### config.mk
export PLATFORM = sky130hd
export DESIGN_NAME = sha1_byte_stream_hasher_core
export DESIGN_NICKNAME = d
export VERILOG_FILES = /design/src/sv/sha1_pkg.sv /design/src/sv/sha1_sched.sv /design/src/sv/sha1_round.sv /design/src/sv/sha1_byte_stream_hasher_core.sv
export SDC_FILE = /design/constraint.sdc
export NUM_CORES = 2
export LEC_CHECK = 0
export ABC_AREA = 1
export BUFFER_PORTS_ARGS = -buffer_cell sky130_fd_sc_hd__buf_2
export CAP_MARGIN = 20
export CORE_MARGIN = 8
export CORE_UTILIZATION = 54
export DETAILED_ROUTE_END_ITERATION = 16
export GPL_TIMING_DRIVEN = 1
export PLACE_DENSITY = 0.67
export SYNTH_ARGS = -nofsm -noshare
export SYNTH_HDL_FRONTEND = slang
export SYNTH_HIERARCHICAL = 1
export SYNTH_SLANG_ARGS = --single-unit
### constraint.sdc
create_clock -name aclk -period 14 [get_ports aclk]
set_input_delay 2.1 -clock aclk [delete_from_list [all_inputs] [get_ports aclk]]
set_output_delay 2.1 -clock aclk [all_outputs]
set_load 0.01 [all_outputs]
### src/sv/sha1_pkg.sv
// Shared types, constants and widths for the SHA-1 byte stream hasher.
// Used by sha1_sched, sha1_round and sha1_byte_stream_hasher_core.
package sha1_pkg;

    localparam int RoundCount = 80;
    localparam int RND_W      = $clog2(RoundCount);
    localparam int LEN_W      = 61;
    localparam int BITS_W     = 64;
    localparam int FILL_W     = 6;
    localparam int BLOCK_W    = 512;

    localparam logic [31:0] K_00_19 = 32'h5a827999;
    localparam logic [31:0] K_20_39 = 32'h6ed9eba1;
    localparam logic [31:0] K_40_59 = 32'h8f1bbcdc;
    localparam logic [31:0] K_60_79 = 32'hca62c1d6;

    localparam logic [7:0]        PAD_MARK  = 8'h80;
    localparam logic [FILL_W-1:0] FILL_LAST = 6'd63;
    localparam logic [FILL_W-1:0] FILL_LEN  = 6'd56;

    typedef struct packed {
        logic [31:0] a;
        logic [31:0] b;
        logic [31:0] c;
        logic [31:0] d;
        logic [31:0] e;
    } sha1_vars_t;

    localparam sha1_vars_t H_INIT = '{
        a: 32'h67452301,
        b: 32'hefcdab89,
        c: 32'h98badcfe,
        d: 32'h10325476,
        e: 32'hc3d2e1f0
    };

    typedef struct packed {
        logic       load;
        logic       shift;
        logic [7:0] data;
    } sha1_sched_ctl_t;

endpackage

### src/sv/sha1_sched.sv
// Block buffer and message schedule window: bytes shift in, words shift out.
// Depends on sha1_pkg.
module sha1_sched
    import sha1_pkg::*;
(
    input  logic            aclk,
    input  sha1_sched_ctl_t ctl,
    output logic [31:0]     w_cur
);

    logic [BLOCK_W-1:0] blk_reg;
    logic [BLOCK_W-1:0] blk_next;
    logic [31:0]        w_mix;
    logic [31:0]        w_new;

    // Top word is w[t]; w[t+2], w[t+8], w[t+13] sit at words 13, 7 and 2.
    assign w_cur = blk_reg[BLOCK_W-1 -: 32];
    assign w_mix = blk_reg[15*32 +: 32] ^ blk_reg[13*32 +: 32] ^
                   blk_reg[7*32 +: 32] ^ blk_reg[2*32 +: 32];
    assign w_new = {w_mix[30:0], w_mix[31]};

    always_comb begin
        blk_next = blk_reg;
        if (ctl.load) begin
            blk_next = {blk_reg[BLOCK_W-9:0], ctl.data};
        end else if (ctl.shift) begin
            blk_next = {blk_reg[BLOCK_W-33:0], w_new};
        end
    end

    always_ff @(posedge aclk) begin
        blk_reg <= blk_next;
    end

endmodule

### src/sv/sha1_round.sv
// One SHA-1 compression round, shared over all 80 rounds of a block.
// Depends on sha1_pkg.
module sha1_round
    import sha1_pkg::*;
(
    input  sha1_vars_t       cur,
    input  logic [31:0]      w,
    input  logic [RND_W-1:0] rnd,
    output sha1_vars_t       nxt
);

    logic [31:0] f;
    logic [31:0] k;

    always_comb begin
        if (rnd < RND_W'(20)) begin
            f = (cur.b & cur.c) | (~cur.b & cur.d);
            k = K_00_19;
        end else if (rnd < RND_W'(40)) begin
            f = cur.b ^ cur.c ^ cur.d;
            k = K_20_39;
        end else if (rnd < RND_W'(60)) begin
            f = (cur.b & cur.c) | (cur.b & cur.d) | (cur.c & cur.d);
            k = K_40_59;
        end else begin
            f = cur.b ^ cur.c ^ cur.d;
            k = K_60_79;
        end
    end

    always_comb begin
        nxt.a = {cur.a[26:0], cur.a[31:27]} + f + cur.e + w + k;
        nxt.b = cur.a;
        nxt.c = {cur.b[1:0], cur.b[31:2]};
        nxt.d = cur.c;
        nxt.e = cur.d;
    end

endmodule

### src/sv/sha1_byte_stream_hasher_core.sv
// Streaming SHA-1 hasher top level: sequencer, chaining words, length and output register.
// Depends on sha1_pkg, sha1_sched and sha1_round.
//
// A message byte (tuser 0) is taken whenever s_tready is high. The byte that fills a 64-byte
// block starts the compression, which runs the single round unit once per cycle through the
// 80 rounds and then adds into the chaining words; no bytes are taken until it is done. A
// finish transfer (tuser 1) pushes the 0x80 marker, then zeros and the 8 length bytes one per
// cycle through the same buffer, compresses one or two blocks, and then loads the digest into
// the output register; the hasher is ready again for a new message in the cycle after that.
// The result stays on m_tdata until taken, and bytes of the next message are accepted while
// it waits.
module sha1_byte_stream_hasher_core
    import sha1_pkg::*;
(
    input  logic         aclk,
    input  logic         aresetn,
    input  logic         s_tvalid,
    output logic         s_tready,
    input  logic [7:0]   s_tdata,   // [7:0] data_byte
    input  logic [0:0]   s_tuser,   // [0] mode
    output logic         m_tvalid,
    input  logic         m_tready,
    output logic [159:0] m_tdata    // digest_word0 .. digest_word4, 32 bits each
);

    typedef enum logic [2:0] {
        S_IDLE,
        S_PAD,
        S_ROUND,
        S_FINAL,
        S_EMIT
    } state_t;

    state_t            state_reg, state_next;
    sha1_vars_t        chain_reg, chain_next;
    sha1_vars_t        vars_reg, vars_next;
    sha1_vars_t        dout_reg, dout_next;
    logic              m_tvalid_reg, m_tvalid_next;
    logic [RND_W-1:0]  rnd_reg, rnd_next;
    logic [FILL_W-1:0] fill_reg, fill_next;
    logic [LEN_W-1:0]  len_reg, len_next;
    logic [BITS_W-1:0] bits_reg, bits_next;
    logic              pad_reg, pad_next;
    logic              len_phase_reg, len_phase_next;

    sha1_sched_ctl_t   sched_ctl;
    logic [31:0]       w_cur;
    sha1_vars_t        round_out;
    logic              is_len;
    logic [2:0]        len_sel;

    sha1_sched u_sched (
        .aclk  (aclk),
        .ctl   (sched_ctl),
        .w_cur (w_cur)
    );

    sha1_round u_round (
        .cur (vars_reg),
        .w   (w_cur),
        .rnd (rnd_reg),
        .nxt (round_out)
    );

    assign s_tready = (state_reg == S_IDLE);
    assign m_tvalid = m_tvalid_reg;
    assign m_tdata  = {dout_reg.e, dout_reg.d, dout_reg.c, dout_reg.b, dout_reg.a};

    assign is_len  = len_phase_reg || (fill_reg == FILL_LEN);
    assign len_sel = 3'd7 - fill_reg[2:0];

    always_comb begin
        state_next     = state_reg;
        chain_next     = chain_reg;
        vars_next      = vars_reg;
        dout_next      = dout_reg;
        m_tvalid_next  = m_tvalid_reg;
        rnd_next       = rnd_reg;
        fill_next      = fill_reg;
        len_next       = len_reg;
        bits_next      = bits_reg;
        pad_next       = pad_reg;
        len_phase_next = len_phase_reg;
        sched_ctl      = '0;

        if (m_tvalid_reg && m_tready) begin
            m_tvalid_next = 1'b0;
        end

        case (state_reg)
            S_IDLE: begin
                if (s_tvalid) begin
                    sched_ctl.load = 1'b1;
                    fill_next      = fill_reg + 1'b1;
                    if (s_tuser[0] == 1'b0) begin
                        sched_ctl.data = s_tdata;
                        len_next       = len_reg + 1'b1;
                    end else begin
                        sched_ctl.data = PAD_MARK;
                        pad_next       = 1'b1;
                        bits_next      = {len_reg, 3'b000};
                        state_next     = S_PAD;
                    end
                    if (fill_reg == FILL_LAST) begin
                        vars_next  = chain_reg;
                        rnd_next   = '0;
                        state_next = S_ROUND;
                    end
                end
            end
            S_PAD: begin
                sched_ctl.load = 1'b1;
                sched_ctl.data = is_len ? bits_reg[{len_sel, 3'b000} +: 8] : 8'h00;
                len_phase_next = is_len;
                fill_next      = fill_reg + 1'b1;
                if (fill_reg == FILL_LAST) begin
                    vars_next  = chain_reg;
                    rnd_next   = '0;
                    state_next = S_ROUND;
                end
            end
            S_ROUND: begin
                sched_ctl.shift = 1'b1;
                vars_next       = round_out;
                rnd_next        = rnd_reg + 1'b1;
                if (rnd_reg == RND_W'(RoundCount - 1)) begin
                    state_next = S_FINAL;
                end
            end
            S_FINAL: begin
                chain_next.a = chain_reg.a + vars_reg.a;
                chain_next.b = chain_reg.b + vars_reg.b;
                chain_next.c = chain_reg.c + vars_reg.c;
                chain_next.d = chain_reg.d + vars_reg.d;
                chain_next.e = chain_reg.e + vars_reg.e;
                if (!pad_reg) begin
                    state_next = S_IDLE;
                end else if (len_phase_reg) begin
                    state_next = S_EMIT;
                end else begin
                    state_next = S_PAD;
                end
            end
            S_EMIT: begin
                if (!m_tvalid_reg || m_tready) begin
                    dout_next      = chain_reg;
                    m_tvalid_next  = 1'b1;
                    chain_next     = H_INIT;
                    len_next       = '0;
                    fill_next      = '0;
                    pad_next       = 1'b0;
                    len_phase_next = 1'b0;
                    state_next     = S_IDLE;
                end
            end
            default: begin
                state_next = S_IDLE;
            end
        endcase
    end

    always_ff @(posedge aclk) begin
        if (!aresetn) begin
            state_reg     <= S_IDLE;
            chain_reg     <= H_INIT;
            m_tvalid_reg  <= 1'b0;
            rnd_reg       <= '0;
            fill_reg      <= '0;
            len_reg       <= '0;
            pad_reg       <= 1'b0;
            len_phase_reg <= 1'b0;
        end else begin
            state_reg     <= state_next;
            chain_reg     <= chain_next;
            m_tvalid_reg  <= m_tvalid_next;
            rnd_reg       <= rnd_next;
            fill_reg      <= fill_next;
            len_reg       <= len_next;
            pad_reg       <= pad_next;
            len_phase_reg <= len_phase_next;
        end
        vars_reg <= vars_next;
        dout_reg <= dout_next;
        bits_reg <= bits_next;
    end

`ifndef SYNTHESIS
    a_round_range: assert property (@(posedge aclk) disable iff (!aresetn)
        state_reg == S_ROUND |-> rnd_reg < RND_W'(RoundCount))
        else $error("round index out of range");

    a_block_boundary: assert property (@(posedge aclk) disable iff (!aresetn)
        state_reg == S_ROUND && rnd_reg == RND_W'(RoundCount - 1) |=> fill_reg == '0)
        else $error("compression finished with a partial block");

    a_len_phase_pad: assert property (@(posedge aclk) disable iff (!aresetn)
        len_phase_reg |-> pad_reg)
        else $error("length bytes outside of padding");

    a_emit_restart: assert property (@(posedge aclk) disable iff (!aresetn)
        state_reg == S_EMIT && (!m_tvalid_reg || m_tready)
        |=> m_tvalid_reg && chain_reg == H_INIT && len_reg == '0 && !pad_reg)
        else $error("state not restored after digest");
`endif

endmodule
# After elaboration in Yosys (flattened, before gate mapping)
# Cells that the tools add are included.
# op_classes
n_addsub,13
n_mul,0
div_mod_pow,0
magnitude_cmp,3
n_eq_ne,14
shift,1
muxes,47
n_bitwise,13
reduce_logical,20
# ops
cell,count
two-way mux 512 bit,2
two-way mux 160 bit,3
case mux 160 bit (3 select lines),1
case mux 160 bit (2 select lines),1
adder 32 bit,9
two-way mux 61 bit,3
two-way mux 32 bit,5
XOR 32 bit,5
AND 32 bit,4
case mux 61 bit (2 select lines),1
OR 32 bit,3
variable part select 64 x 7 -> 8 bit,1
"adder 61 x 1 -> 61 bit, second input constant",1
NOT 32 bit,1
two-way mux 31 bit,1
two-way mux 3 bit,8
two-way mux 8 bit,3
case mux 7 bit (3 select lines),1
case mux 6 bit (3 select lines),1
case mux 8 bit (2 select lines),1
case mux 3 bit (5 select lines),1
"< comparator 7 x 6 -> 1 bit, second input constant",2
two-way mux 7 bit,2
"equality test 6 bit, second input constant",2
24 further kinds,49
# word_totals
regBits,1133
latchBits,0
mem_bits_rw,0
rom_bits,0
inputBits,13
output_inout_bits,162
wordCells,135
n_memories,0

# Longest topological paths before layout
# depth
depth_word,11
depth_mapped,27
depth_no_buf,26

# Cells and area by module
# The synthesis kept the hierarchy.
# modules_own_cells
module,instances,cells_each,area_per_inst_um2,seq_area_each_um2
sha1_byte_stream_hasher_core,1,4991,36060.8,16245.6
sha1_sched,1,2525,23799.1,15374.7
sha1_round,1,1022,7231.9,0.0

# Worst setup path before layout
# OpenSTA, ideal clock, no wires.
# synth_timing
kind,input port to flip-flop
from,in s_tvalid
to,reg rnd_reg[4]
setup_time_ps,65
t_arrival_ps,11144
path_slack_ps,2792
path_stages,8
n_path_buf,0
cell_sequence,inv_1 > nand2_1 > nand2_1 > a21oi_1 > nand3_1 > o21ai_0 > nand2_1 > nor2_1
# synth_between
elab_chain_len,2
# synth_lines
item,line,source
"start, declared",sha1_byte_stream_hasher_core.sv:17,"input logic s_tvalid,"
inequality test 2 bit (no line),-,
AND reduction 2 bit (no line),-,
"end signal, assigned",sha1_byte_stream_hasher_core.sv:176,rnd_reg <= rnd_next;
"end, declared",sha1_byte_stream_hasher_core.sv:39,"logic [RND_W-1:0] rnd_reg, rnd_next;"
# Every way passes these cells.
# A chain may end at the register's enable or synchronous reset.

==> impl_results.md <==
* Netlist cell types at 59
* Worst path buffer plus inverter count at 3
* Max clock buf depth at 3
* Crit path largest cell delay at roughly 0.9 ns
* WHS Path Cells at 0
* Crit path launch: rnd_reg[3]
* Slew HR at 22.17%
* CP Launch Type: flip-flop
* Cell Rows at ~130
* Initial DRC Count at 5771
* Yosys warns at 6
* Post-synth top area share at around two fifths
* Post-Synthesis Cells at roughly 8500
* Hold Crit Class: reg2reg
* Yosys reg bits at approximately 1100
* Die area at between 0.1 and 0.15 mm²
* Global route total overflow at 0
* Max Clock Freq at around 190 MHz
* Worst R2R Setup Slack at 8.74 ns
* H-tree depth at 3
* CTS Root Cell: clkbuf_16
* Global-route wire length before repair at between 200000 and 300000 µm
* Routed WL per cell at 19.17 µm
* DR vias at around 55000
* Syn avg cell area at 7.858 µm²
* Static Leakage at about 34 nW
* Count leader, synth: nand2_1
* Most used cell, CP: nand2_1
* Final Hold Fails at 0
* Post-CTS Hold Fix Bufs at 0
* Arrival time worst endpoint at 5.74 ns
* Max-cap violation count at 0
* Pwr Density at ~140 mW/mm²
* CP endpoint kind: flip-flop
* Sequential area share after synthesis at between 40% and 50%
* Vias in the first global route at ~51000
* CP Depth at 19
* CTS clk-pin slew, worst paths at 0.06 ns
* CTS tree: done
* Worst Path Required at 14.48 ns
* I/O Buffers at around 170
* Initial Util at a little over half
* GRT Total Usage at about 28%
* Clk_lat worst skew at about 0.8 ns
* Crit share post-route at roughly 38%
* Initial antenna violation count at 5
* Kind of critical path: reg2reg
* Setup repair bufs after CTS at 0
* Least-Margin Pin Slew at about 1.2 ns
* RSZ-0062 raised after global routing: no
* Skew final at 0.06082 ns
* Ports at between 150 and 200
* Crit path time final at 5.261 ns
* Post-cts sizing count at 0
* Core area at 0.1235 mm²
* Clock sink count at 1133
* HPWL after DPL at around 140000 µm
* Worst reg2reg path endpoint: vars_reg[155]
* Top delay family on crit path: simple AND/OR/NAND/NOR gates
* DRT antenna net count at 0
* # DRC at 0
* Ys async rst share at 0%
* Setup violators final at 0
* Pins Over Slew Limit at 0
* EDFF count, synth at between 800 and 900
* Area contributors post-synth: edfxtp_1, nand2_1, dfxtp_1
* Layout area overhead at 7.469%
* Commonest cells post-synth: nand2_1, inv_1, edfxtp_1
* Run status: complete, no violations
* Max rail drop VDD at roughly 0.13 mV
* Total Wirelength at between 150000 and 200000 µm
* Synth area leader: edfxtp_1
* Ys flop type: edfxtp_1
* Worst-path maximum fanout at 19
* Slowest CP cell: a221oi_1
* Cell breakdown of the critical path: nand2_2, nand2_2, nand3_4, nand2_4, inv_4, a221oi_1, fa_1, fa_1, inv_1, ha_1, nand2_1, inv_1, nand2_1, nor3_1, nand3_1, nand4_1, nand2_1, nand2_1, nand2_1
* Post-synth net total at between 8000 and 9000
* Cell area after layout at ~0.072 mm²
* Die X-Extent at roughly 370 µm
* Dpl cell area at 0.06792 mm²
* RePlAce Congestion at 0.9844
* R2R Path Start: rnd_reg[3]
* CP endpoint: vars_reg[155]
* Total CTS buffers at 121
* Largest net degree at the start of global routing at between 200 and 250
* Mapped cell area at about 0.067 mm²
* Largest register FFs at 512
* Via density per instance at ~5.4
* Layout cells sized above 1 at under 10%
* Die Ht at 368.5 µm
* Drt pass-1 iters at 7
* Nets at ~8800
* Worst r2r path cells at 19
* Setup TNS at 0 ns
[cells in the final DEF, fill, tap and decap left out, types with 13 or more instances in the layout]
cell       Yosys  layout
clkbuf_16      0     121
nor2_1       488     485
dfxtp_1      240     240
inv_1       1171    1170
nor3_1        49      49
bufinv_16      0      13
o21ai_0      379     379
and2_1        19      19
nand3_1      411     411
o21bai_1      23      23
buf_2         85     173
nand4_1       73      73
clkinv_1       1      16
o21ai_1       31      31
inv_2         16      13
buf_4        186      40
o22ai_1       20      20
a21oi_1      299     298
xnor2_1       34      34
clkinv_2       0      27
fa_1         125     125
o211ai_1      18      18
nand2_2       18      17
or2_2         17      16
nand2_1     3456    3455
clkbuf_1      94      20
ha_1         196     196
xor2_1        42      42
edfxtp_1     893     893
[routing by layer]
| metal | wire [µm] | up-vias | global-route usage [%] |
|---|---|---|---|
| met2 | 88380 | 2000 | 45.09 |
| met5 | 0 | - | 0 |
| met4 | 9870 | 0 | 12.20 |
| li1 | - | 26892 | - |
| met3 | 15000 | 419 | 4.773 |
| met1 | 82830 | 25467 | 37.42 |
[where the power goes]
part / switching (W) / total [W] / internal, W
registers: 0.000315 / 0.00456 / 0.00425
logic: 0.00136 / 0.00205 / 0.000683
clock network: 0.00140 / 0.00328 / 0.00188
total: 0.00308 / 0.00989 / 0.00681
[area by class of cell]
cell class | count | area (µm²)
Multi-Input combinational cell | 5818 | 28560
Sequential cell | 1133 | 31620
Clock buffer | 148 | 3199
Inverter | 1189 | 4483
Tap cell | 1637 | 2048
Fill cell | 11518 | 51370
Timing Repair Buffer | 218 | 1276
Antenna cell | 2 | 5.005
Clock inverter | 82 | 909.6
[through the flow]
step           util (%)  power, W  setup slack, ns  instances  hold WS [ns]
2_1_floorplan         -  0.006147            2.792       8538        0.4082
3_3_place_gp      55.01  0.006608            8.288       9992        0.4421
3_5_place_dp      55.01  0.006650            8.198       9992        0.4431
4_1_cts           58.33  0.009942            8.743      10222        0.4523
5_1_grt           58.39   0.01042            8.302      10225        0.4620
6_report          58.39  0.009891            8.739      10227        0.4572
[cell families after synthesis]
kind of cell / share of synthesized area, %
AND/OR/NAND/NOR: 27.33
buffers and inverters: 10.38
multiplexers: 0.04476
adder cells (fa/ha/maj): 7.385
flip-flops: 47.13
XOR/XNOR: 0.9921
AO/OA/AOI/OAI: 6.734
[worst register-to-register path: stages, from the launching register on]
cell and delay, ns:
dfxtp_1 0.45, nand2_2 0.12, nand2_2 0.13, nand3_4 0.30, nand2_4 0.37, inv_4 0.18
a221oi_1 0.91, fa_1 0.57, fa_1 0.49, inv_1 0.04, ha_1 0.38, nand2_1 0.10
inv_1 0.08, nand2_1 0.15, nor3_1 0.27, nand3_1 0.16, nand4_1 0.10, nand2_1 0.05
nand2_1 0.06, nand2_1 0.05
[worst min-delay path by stage]
stage	start	slack (ns)	endpoint
after floorplan	len_reg[59]	0.41	bits_reg[62]
after global placement	len_reg[59]	0.44	bits_reg[62]
after detailed placement	len_reg[59]	0.44	bits_reg[62]
after CTS	len_reg[59]	0.45	bits_reg[62]
after global routing	len_reg[59]	0.46	bits_reg[62]
final	len_reg[59]	0.46	bits_reg[62]
No activity file was read; power rests on OpenSTA's default activity.
